## src/rtl/lpu_pkg.sv

```systemverilog
// shared types and constants for the length-prefixed utf-8 deframer
// no dependencies; used by every module under rtl
package lpu_pkg;

  // prefix length and register reset value
  localparam int unsigned PREFIX_BYTES_DEFAULT = 4;
  localparam logic [23:0] MAX_FRAME_LENGTH_RST = 24'h10_0000;

  // frame verdict codes
  typedef enum logic [1:0] {
    STATUS_OK        = 2'd0,
    STATUS_TOO_LARGE = 2'd1,
    STATUS_BAD_UTF8  = 2'd2
  } status_t;

  // extra check applied to the second byte of a sequence
  typedef enum logic [2:0] {
    RULE_NONE   = 3'd0,
    RULE_MIN_A0 = 3'd1,
    RULE_MAX_9F = 3'd2,
    RULE_MIN_90 = 3'd3,
    RULE_MAX_8F = 3'd4
  } rule_t;

  // decoder context carried between payload bytes
  typedef struct packed {
    logic [1:0] pending;
    rule_t      rule;
  } utf8_state_t;

  // one result item
  typedef struct packed {
    logic [7:0] data_byte;
    logic       has_byte;
    logic       frame_end;
    status_t    status;
  } result_t;

endpackage

```

## src/rtl/lpu_utf8_check.sv

```systemverilog
// utf-8 byte checker: next decoder context and error flag for one byte
// depends on lpu_pkg
module lpu_utf8_check (
  input  logic [7:0]          byte_in,
  input  lpu_pkg::utf8_state_t cur,
  output lpu_pkg::utf8_state_t nxt,
  output logic                fail
);

  // continuation or lead byte classification
  always_comb begin
    nxt  = cur;
    fail = 1'b0;
    if (cur.pending != 2'd0) begin
      fail = (byte_in[7:6] != 2'b10);
      unique case (cur.rule)
        lpu_pkg::RULE_MIN_A0: if (byte_in < 8'hA0) fail = 1'b1;
        lpu_pkg::RULE_MAX_9F: if (byte_in > 8'h9F) fail = 1'b1;
        lpu_pkg::RULE_MIN_90: if (byte_in < 8'h90) fail = 1'b1;
        lpu_pkg::RULE_MAX_8F: if (byte_in > 8'h8F) fail = 1'b1;
        default: ;
      endcase
      nxt.rule    = lpu_pkg::RULE_NONE;
      nxt.pending = cur.pending - 2'd1;
    end else if (byte_in <= 8'h7F) begin
      fail = 1'b0;
    end else if (byte_in >= 8'hC2 && byte_in <= 8'hDF) begin
      nxt.pending = 2'd1;
    end else if (byte_in >= 8'hE0 && byte_in <= 8'hEF) begin
      nxt.pending = 2'd2;
      if (byte_in == 8'hE0) nxt.rule = lpu_pkg::RULE_MIN_A0;
      else if (byte_in == 8'hED) nxt.rule = lpu_pkg::RULE_MAX_9F;
    end else if (byte_in >= 8'hF0 && byte_in <= 8'hF4) begin
      nxt.pending = 2'd3;
      if (byte_in == 8'hF0) nxt.rule = lpu_pkg::RULE_MIN_90;
      else if (byte_in == 8'hF4) nxt.rule = lpu_pkg::RULE_MAX_8F;
    end else begin
      fail = 1'b1;
    end
  end

endmodule

```

## src/rtl/lpu_deframe_core.sv

```systemverilog
// frame state and per-byte result logic: header parse, length check, utf-8 verdict
// depends on lpu_pkg and lpu_utf8_check
module lpu_deframe_core #(
  parameter int unsigned PREFIX_BYTES = lpu_pkg::PREFIX_BYTES_DEFAULT
) (
  input  logic             clk,
  input  logic             rst,
  input  logic             proc_en,
  input  logic [7:0]       proc_byte,
  input  logic [23:0]      max_len,
  output logic             res_valid,
  output lpu_pkg::result_t res,
  output logic             halted
);

  logic [2:0]           header_count, header_count_next;
  logic [31:0]          length_accumulator, length_accumulator_next;
  logic [23:0]          bytes_remaining, bytes_remaining_next;
  lpu_pkg::utf8_state_t utf8_state, utf8_state_next, chk_next;
  logic                 utf8_bad, utf8_bad_next;
  lpu_pkg::status_t     sticky_error, sticky_error_next;
  logic                 chk_fail;
  logic [31:0]          acc_shift;
  logic [2:0]           count_inc;

  lpu_utf8_check u_check (
    .byte_in (proc_byte),
    .cur     (utf8_state),
    .nxt     (chk_next),
    .fail    (chk_fail)
  );

  assign acc_shift = {length_accumulator[23:0], proc_byte};
  assign count_inc = header_count + 3'd1;
  assign halted    = (sticky_error != lpu_pkg::STATUS_OK);

  // next state and result for the byte leaving the input register
  always_comb begin
    header_count_next       = header_count;
    length_accumulator_next = length_accumulator;
    bytes_remaining_next    = bytes_remaining;
    utf8_state_next         = utf8_state;
    utf8_bad_next           = utf8_bad;
    sticky_error_next       = sticky_error;
    res_valid               = 1'b0;
    res.data_byte           = 8'd0;
    res.has_byte            = 1'b0;
    res.frame_end           = 1'b1;
    res.status              = lpu_pkg::STATUS_OK;
    if (!halted) begin
      if (bytes_remaining == 24'd0) begin
        // header phase
        length_accumulator_next = acc_shift;
        header_count_next       = count_inc;
        if (count_inc >= 3'(PREFIX_BYTES)) begin
          header_count_next       = 3'd0;
          length_accumulator_next = 32'd0;
          if (acc_shift > {8'd0, max_len}) begin
            sticky_error_next = lpu_pkg::STATUS_TOO_LARGE;
            res_valid         = 1'b1;
            res.status        = lpu_pkg::STATUS_TOO_LARGE;
          end else begin
            bytes_remaining_next = acc_shift[23:0];
            utf8_state_next      = '{pending: 2'd0, rule: lpu_pkg::RULE_NONE};
            utf8_bad_next        = 1'b0;
            res_valid            = (acc_shift[23:0] == 24'd0);
          end
        end
      end else begin
        // payload phase
        if (!utf8_bad) begin
          utf8_state_next = chk_next;
          utf8_bad_next   = chk_fail;
        end
        bytes_remaining_next = bytes_remaining - 24'd1;
        res_valid            = 1'b1;
        res.data_byte        = proc_byte;
        res.has_byte         = 1'b1;
        res.frame_end        = (bytes_remaining == 24'd1);
        if (bytes_remaining == 24'd1) begin
          if (utf8_state_next.pending != 2'd0) utf8_bad_next = 1'b1;
          if (utf8_bad_next) sticky_error_next = lpu_pkg::STATUS_BAD_UTF8;
          utf8_state_next = '{pending: 2'd0, rule: lpu_pkg::RULE_NONE};
        end
        res.status = utf8_bad_next ? lpu_pkg::STATUS_BAD_UTF8 : lpu_pkg::STATUS_OK;
        if (bytes_remaining == 24'd1) utf8_bad_next = 1'b0;
      end
    end
  end

  // state registers
  always_ff @(posedge clk) begin
    if (rst) begin
      header_count       <= 3'd0;
      length_accumulator <= 32'd0;
      bytes_remaining    <= 24'd0;
      utf8_state         <= '{pending: 2'd0, rule: lpu_pkg::RULE_NONE};
      utf8_bad           <= 1'b0;
      sticky_error       <= lpu_pkg::STATUS_OK;
    end else if (proc_en) begin
      header_count       <= header_count_next;
      length_accumulator <= length_accumulator_next;
      bytes_remaining    <= bytes_remaining_next;
      utf8_state         <= utf8_state_next;
      utf8_bad           <= utf8_bad_next;
      sticky_error       <= sticky_error_next;
    end
  end

endmodule

```

## src/rtl/length_prefixed_utf8_deframer.sv

```systemverilog
// length-prefixed frame deframer with streaming utf-8 validation, top level
// an input byte reaches the result port through the input register, then the result register
// throughput: one byte per cycle, set by the single-pass input-to-result register stage
// stalls on the master side back up through the input register
// reset: synchronous active-high rst clears frame state and sticky error, restores max length
// depends on lpu_pkg and lpu_deframe_core
module length_prefixed_utf8_deframer #(
  parameter int unsigned PREFIX_BYTES = lpu_pkg::PREFIX_BYTES_DEFAULT
) (
  input  logic        clk,
  input  logic        rst,
  input  logic        s_axis_tvalid,
  output logic        s_axis_tready,
  input  logic [7:0]  s_axis_tdata,   // rx_byte
  output logic        m_axis_tvalid,
  input  logic        m_axis_tready,
  output logic [7:0]  m_axis_tdata,   // data_byte
  output logic        m_axis_tlast,   // frame_end
  output logic [2:0]  m_axis_tuser,   // status[1:0], has_byte
  input  logic        cfg_wen,
  input  logic [23:0] cfg_wdata       // max_frame_length
);

  logic             in_valid;
  logic [7:0]       in_byte;
  logic             out_valid;
  lpu_pkg::result_t out_res;
  logic [23:0]      max_frame_length;
  logic             advance;
  logic             res_valid;
  lpu_pkg::result_t res;
  logic             halted;

  // input register moves on when the result register is free or draining
  assign advance       = in_valid && (!out_valid || m_axis_tready);
  assign s_axis_tready = !in_valid || advance;

  // configuration register
  always_ff @(posedge clk) begin
    if (rst) begin
      max_frame_length <= lpu_pkg::MAX_FRAME_LENGTH_RST;
    end else if (cfg_wen) begin
      max_frame_length <= cfg_wdata;
    end
  end

  // input register
  always_ff @(posedge clk) begin
    if (rst) begin
      in_valid <= 1'b0;
    end else if (s_axis_tready) begin
      in_valid <= s_axis_tvalid;
    end
  end

  always_ff @(posedge clk) begin
    if (s_axis_tready && s_axis_tvalid) begin
      in_byte <= s_axis_tdata;
    end
  end

  lpu_deframe_core #(
    .PREFIX_BYTES (PREFIX_BYTES)
  ) u_core (
    .clk       (clk),
    .rst       (rst),
    .proc_en   (advance),
    .proc_byte (in_byte),
    .max_len   (max_frame_length),
    .res_valid (res_valid),
    .res       (res),
    .halted    (halted)
  );

  // result register
  always_ff @(posedge clk) begin
    if (rst) begin
      out_valid <= 1'b0;
    end else if (advance) begin
      out_valid <= res_valid;
    end else if (m_axis_tready) begin
      out_valid <= 1'b0;
    end
  end

  always_ff @(posedge clk) begin
    if (advance && res_valid) begin
      out_res <= res;
    end
  end

  assign m_axis_tvalid = out_valid;
  assign m_axis_tdata  = out_res.data_byte;
  assign m_axis_tlast  = out_res.frame_end;
  assign m_axis_tuser  = {out_res.status, out_res.has_byte};

`ifndef SYNTHESIS
  // an error stops the block until reset
  a_halt_sticks: assert property (@(posedge clk) disable iff (rst)
    halted |=> halted)
    else $error("sticky error cleared without reset");

  // an empty result slot always lets the next byte in
  a_ready_when_empty: assert property (@(posedge clk) disable iff (rst)
    !out_valid |-> s_axis_tready)
    else $error("input stalled while result register empty");

  // a result without a payload byte is always a frame end marker
  a_marker_is_last: assert property (@(posedge clk) disable iff (rst)
    m_axis_tvalid && !m_axis_tuser[0] |-> m_axis_tlast)
    else $error("byte-less result without frame end");

  // too-large verdict never rides on a payload byte
  a_too_large_no_byte: assert property (@(posedge clk) disable iff (rst)
    m_axis_tvalid && (m_axis_tuser[2:1] == lpu_pkg::STATUS_TOO_LARGE) |-> !m_axis_tuser[0])
    else $error("too-large status on a payload byte");
`endif

endmodule

```

## config.mk

```make
export PLATFORM = sky130hd
export DESIGN_NAME = length_prefixed_utf8_deframer
export DESIGN_NICKNAME = d
export VERILOG_FILES = /design/src/rtl/lpu_pkg.sv /design/src/rtl/lpu_utf8_check.sv /design/src/rtl/lpu_deframe_core.sv /design/src/rtl/length_prefixed_utf8_deframer.sv
export SDC_FILE = /design/constraint.sdc
export NUM_CORES = 1
export LEC_CHECK = 0
export BUFFER_PORTS_ARGS = -buffer_cell sky130_fd_sc_hd__buf_2
export CORE_UTILIZATION = 50
export DETAILED_ROUTE_END_ITERATION = 16
export HOLD_SLACK_MARGIN = 0.06
export PLACE_DENSITY = 0.81
export SLEW_MARGIN = 20
export SYNTH_ARGS = -nofsm -noshare
export SYNTH_HDL_FRONTEND = slang
export SYNTH_SLANG_ARGS = --single-unit
```

## constraint.sdc

```tcl
create_clock -name clk -period 5.2 [get_ports clk]
set_clock_uncertainty 0.15 [all_clocks]
set_input_delay 0.26 -clock clk [delete_from_list [all_inputs] [get_ports clk]]
set_output_delay 0.26 -clock clk [all_outputs]
set_load 0.005 [all_outputs]
```

# After elaboration in Yosys (flattened, before gate mapping)

Index checks and enable logic that the tools add are counted.

Add/subtract/negate cells: 3
$lt $le $gt $ge: 13
Equality and inequality tests: 17
Mux-type cells: 60
Bitwise operators: 1
Reductions and logical operators: 25

Operator list:

| cell                    | count |
|---|---|
| $mux W24                | 4 |
| $mux W5                 | 11 |
| $logic_not A24 Y1       | 2 |
| $eq A8 B8 Y1 const B    | 4 |
| $gt A32 B24 Y1          | 1 |
| $mux W1                 | 28 |
| $eq A24 B1 Y1 const B   | 1 |
| $ge A8 B8 Y1 const B    | 3 |
| $le A8 B8 Y1 const B    | 3 |
| $sub A24 B1 Y24 const B | 1 |
| $mux W2                 | 10 |
| $mux W3                 | 6 |
| $gt A8 B8 Y1 const B    | 2 |
| $lt A8 B8 Y1 const B    | 2 |
| $reduce_bool A2 Y1      | 6 |
| $ne A5 B3 Y1 const B    | 2 |
| $reduce_and A10 Y1      | 1 |
| $le A8 B7 Y1 const B    | 1 |
| $ne A2 B2 Y1 const B    | 4 |
| $ne A7 B3 Y1 const B    | 1 |
| $reduce_bool A7 Y1      | 1 |
| $eq A3 B2 Y1 const B    | 2 |
| $logic_and A1 B1 Y1     | 6 |
| $reduce_and A6 Y1       | 1 |
| 14 further kinds        | 16 |

Register bits: 105
Output and inout bits: 14
Word-level logic and storage cells: 134

# Depth between registers and ports, before layout

Depth in word-level cells: 21
Gate-level depth with buffers: 10
Depth with buffers taken out: 9

# Cells and area by module

A second synthesis with hierarchy kept.

Cell total of the unflattened synthesis: 648
Area, all modules: 5,587.9 sq um

Modules (own cells, without submodules):

| module                        | instances | cells each | area each (sq um) | seq. area each (sq um) |
|---|---|---|---|---|
| lpu_deframe_core              | 1         | 497        | 3,754.9           | 1,181.1 |
| length_prefixed_utf8_deframer | 1         | 109        | 1,569.0           | 1,121.1 |
| lpu_utf8_check                | 1         | 42         | 264.0             | 0.0 |

# Worst setup path before layout

OpenSTA, ideal clock, no wires.

Kind: flip-flop to flip-flop
Start: register in_byte[6]
End: register out_res, in the netlist m_axis_tdata[0], enable pin
Library setup time: 0.387 ns
Arrival time: 2.365 ns
Required time: 4.663 ns
Path slack: 2.298 ns
Cell stages (with the launch flop): 8
Clock period less this slack: 2.902 ns
Cells stage by stage: edfxtp_1 -> ha_1 -> nand2_1 -> or4_1 -> a21oi_1 -> nand4b_1 -> o21ai_0 -> a21oi_1

Word-level cells in the longest chain between the ends: 6
Elaborated cells between the ends (all ways): 7
Those cells by class: order compare: 1; mux: 4; reduce/logical: 2

Ends and longest elaborated chain:

| element                                                    | line                                           | source |
|---|---|---|
| start: declaration                                         | length_prefixed_utf8_deframer.sv:25            | `logic [7:0] in_byte;` |
| start signal: assignment                                   | length_prefixed_utf8_deframer.sv:58            | `in_byte <= s_axis_tdata;` |
| $gt A32 B24 Y1 / $logic_not A24 Y1 (equally long branches) | lpu_deframe_core.sv:58, lpu_deframe_core.sv:66 |  |
| $mux W1 (*)                                                | lpu_deframe_core.sv:58                         | `if (acc_shift > {8'd0, max_len}) begin` |
| $mux W1 (*)                                                | lpu_deframe_core.sv:55                         | `if (count_inc >= 3'(PREFIX_BYTES)) begin` |
| $mux W1 (*)                                                | lpu_deframe_core.sv:51                         | `if (bytes_remaining == 24'd0) begin` |
| $mux W1 (*)                                                | lpu_deframe_core.sv:50                         | `if (!halted) begin` |
| $logic_and A1 B1 Y1 (*)                                    | length_prefixed_utf8_deframer.sv:87            | `if (advance && res_valid) begin` |
| end signal: assignment                                     | length_prefixed_utf8_deframer.sv:88            | `out_res <= res;` |
| end: declaration                                           | length_prefixed_utf8_deframer.sv:27            | `lpu_pkg::result_t out_res;` |

Mark *: on every way between the ends. The rest lies on a longest branch, timed or not.
A chain may end at the register's enable or synchronous reset.

# Final worst setup path

Start: register in_byte[7]
End: register u_core.bytes_remaining[14]

Word-level cells in the longest chain between the ends: 3

Ends and longest elaborated chain:

| element                            | line                    | source |
|---|---|---|
| $gt A32 B24 Y1                     | lpu_deframe_core.sv:58  |  |
| $ne A2 B2 Y1 (no source line)      | -                       |  |
| $reduce_and A4 Y1 (no source line) | -                       |  |
| end signal: assignment             | lpu_deframe_core.sv:103 | `bytes_remaining <= bytes_remaining_next;` |
| end: declaration                   | lpu_deframe_core.sv:18  | `logic [23:0] bytes_remaining, bytes_remaining_next;` |

Every way passes these cells.

==> impl_metrics.ini <==
[run_status]
status = finished clean

[cells_and_area]
n_antenna_cell = 0
fin_util_pct = 60.3
nets = 753
syn_to_final_growth_pct = 16.6
drive_gt1_share_pct = 12.0
regArea_um2 = 2300
num-fill-cells = 872
finalNonFillerCells = 830
multi_input_area_um2 = 2800

[logic_synthesis]
ys_top_cells_by_count = dfxtp_1, nand2_1, a21oi_1
ys_top_cells_by_area = dfxtp_1, edfxtp_1, ha_1
synth_area_um2 = 5370
ys_async_sr_fraction_pct = 0
yosysWarnings = 0
yosysSeqAreaShare_pct = 42.9
synthFlopType = dfxtp_1
synth_most_common_cell = dfxtp_1
synthCells = 626
yosysUniqueCellTypes = 60
synth_edf_count = 20
yosys.area.top_type = dfxtp_1
netlist.area_leader.share_pct = 31.7
postSynthNetCount = 690
ys_seq_elements = 105
avgSynthCellArea_um2 = 8.57

[timing]
hold_viol_final = 0
rsz0062_at_grt = false
fin_crit_ps = 3300
setup_violations = 0
tightest_slew_ps = 997
max_freq_mhz = 303
setup_ws_ps = 1900
fin_crit_sh_pct = 63.5
slew_headroom_pct = 33.5
tns_ps = 0
slew_viol_final = 0

[power]
clkPwrFrac_pct = 16.1
power.internal_uw = 1960
peakVddDrop_mv = 0.334
p_per_area_nw_per_um2 = 582
p_leak_uw = 0.00247
comb_power_share_pct = 51.6
switching_power_uw = 1680
seq_power_share_pct = 32.3
swShare_pct = 46.2

[place]
dp.cells = 781
routabilityCongestion = 0.896
dp_slack_ps = 1730
dpl.hpwl_um = 9650
portBuffers = 50

[global_route]
grt_pass1_wl_um = 24200
grt_overflow_total = 0
grt_pass1_vias = 5003
grt_antenna_before_repair = 0
grt_max_degree = 57
grt_usage_pct = 27.7

[clocking]
cts_buffer_depth = 2
numCtsBuffers = 9
worstSkewPairLatency_ps = 390
htree_num_levels = 3
cts-resized-gates = 0
path_clk_slew_ps = 100
clock_sinks = 105
tritoncts = yes
cts_root_buf = clkbuf_8

[worst_setup_path]
ff2ff_setup_slack_ps = 1900
worstReg2RegEnd = u_core.bytes_remaining[14]$_SDFFE_PP0P_
path_cells = ha_1 -> nand2_1 -> or4_1 -> nor4_1 -> a31oi_1 -> o211a_2 -> or4_1 -> a32o_1
startpoint_type = flip-flop
cp_max_fo = 18
regToRegStartpoint = in_byte[7]$_DFFE_PP_
critPathKind = flip-flop to flip-flop
crit_top_cell = or4_1
crit_family = simple AND/OR/NAND/NOR gates
reg2reg_depth = 8
path_buf_inv = 0
cp_slowest_cell = edfxtp_1
slowest_delay_ps = 570
cp.required_ps = 5330
cp-end-kind = flip-flop
cp.arrival_ps = 3430

[detailed_routing]
firstDrtPassIters = 7
via_per_inst = 6.23
drc_errors = 0
drt-total-wl_um = 14900
wl_per_cell_um = 18.0
drtAntennaViolNets = 0
drt_iter0_markers = 431
vias = 5167

[min_path]
min_to = m_axis_tvalid$_SDFFE_PP0P_
hold_path_depth = 3
hp-start = m_axis_tready
hold_path.class = input pin to flip-flop

[floorplanning]
core.rowCount = 37
die_area_um2 = 11200
start_util_pct = 51.7
core_region_area_um2 = 10400
pin_count = 51
die_w_um = 106
chipHeight_um = 106

[job]
cap_violations = 0
registers in the layout, indices dropped and copies added, names as in the netlist, 2 cells and up:
| name | count |
|---|---|
| in_byte | 8 |
| m_axis_tdata | 8 |
| m_axis_tuser | 3 |
| max_frame_length | 24 |
| u_core.bytes_remaining | 24 |
| u_core.header_count | 3 |
| u_core.length_accumulator | 24 |
| u_core.sticky_error | 2 |
| u_core.utf8_state | 5 |
worst max path at each step:
stage / startpoint / end / cells after the start
after global placement: in_byte[7]$_DFFE_PP_ / m_axis_tdata[5]$_SDFFCE_PN0P_ / 7
after floorplan: in_byte[6]$_DFFE_PP_ / m_axis_tdata[0]$_SDFFCE_PN0P_ / 7
after global routing: u_core.bytes_remaining[2]$_SDFFE_PP0P_ / u_core.length_accumulator[13]$_SDFFE_PP0P_ / 6
after CTS: in_byte[7]$_DFFE_PP_ / m_axis_tdata[2]$_SDFFCE_PN0P_ / 7
after detailed placement: in_byte[7]$_DFFE_PP_ / m_axis_tdata[7]$_SDFFCE_PN0P_ / 7
final: in_byte[7]$_DFFE_PP_ / u_core.bytes_remaining[14]$_SDFFE_PP0P_ / 8
cell type report:
class / count / area share (%)
clock buffer: 14 / 3.12
clock inverter: 2 / 0.620
inverter: 32 / 1.92
multi-input combinational: 451 / 44.7
sequential: 105 / 36.8
tap: 136 / 2.72
timing repair buffer: 90 / 10.1
power groups by stage:
stage | registers [µW] | logic, µW | clock network, µW
after global placement | 1180 | 1760 | 0
final | 1180 | 1880 | 587
after global routing | 1200 | 2050 | 623
after CTS | 1170 | 1820 | 590
after detailed placement | 1190 | 1780 | 0
after floorplan | 1160 | 1370 | 0
worst reg2reg max path, cell delays in order, from the launching register on:
cell and delay (ps):
edfxtp_1 570, ha_1 390, nand2_1 70, or4_1 490
nor4_1 310, a31oi_1 130, o211a_2 310, or4_1 530
a32o_1 270
metal layers:
metal	vias to the layer above	wire (µm)	global-route usage [%]
li1	2418	-	-
met3	44	1350	7.24
met4	0	477	13.4
met1	2433	5970	33.2
met5	-	0	0
met2	272	7110	46.3
cell usage in the layout (no fill, tap or decap), types with 3 or more instances in the layout:
cell,netlist,layout
nand4_1,6,6
buf_4,1,7
nor3_2,2,3
clkbuf_8,0,10
nand4b_1,4,4
mux2i_1,24,24
or4_1,6,6
or3_1,6,6
inv_1,32,32
nor2b_1,4,4
o211ai_1,12,12
o21ai_0,24,24
edfxtp_1,20,20
o31ai_1,11,11
a31oi_1,7,7
nand3_1,36,36
dfxtp_1,85,85
nor4_1,16,16
nand2_1,64,64
buf_2,6,50
and3_1,11,11
a211oi_1,7,7
ha_1,27,27
nor2_1,56,56
o311ai_0,5,5
dlygate4sd3_1,0,33
nand2b_1,5,5
o21a_1,3,3
a21oi_1,59,58
nor3_1,17,16
o2bb2ai_1,3,3
stage by stage:
stage / area (µm²) / total power (µW) / hold WS [ps]
after floorplan: 5370 / 2520 / 209
after global placement: 5690 / 2940 / 287
after detailed placement: 5690 / 2970 / 289
after CTS: 6250 / 3580 / 83.7
after global routing: 6260 / 3870 / 109
final: 6260 / 3640 / 81.6
kinds of logic after synthesis:
family / Yosys count / synth area share (%)
AOI/OAI and AO/OA: 150 / 17.6
and+or+nand+nor: 247 / 23.0
DFF: 105 / 42.9
muxes: 24 / 4.48
xor gates and xnor gates: 3 / 0.490
adders and majority gates: 27 / 6.30
buffers and inverters: 70 / 5.27
timing repair:
action,in CTS,in global routing
setup buffers,0,0
hold buffers,33,0
hold endpoints to repair,33,0
(Power assumes the default switching activity.)
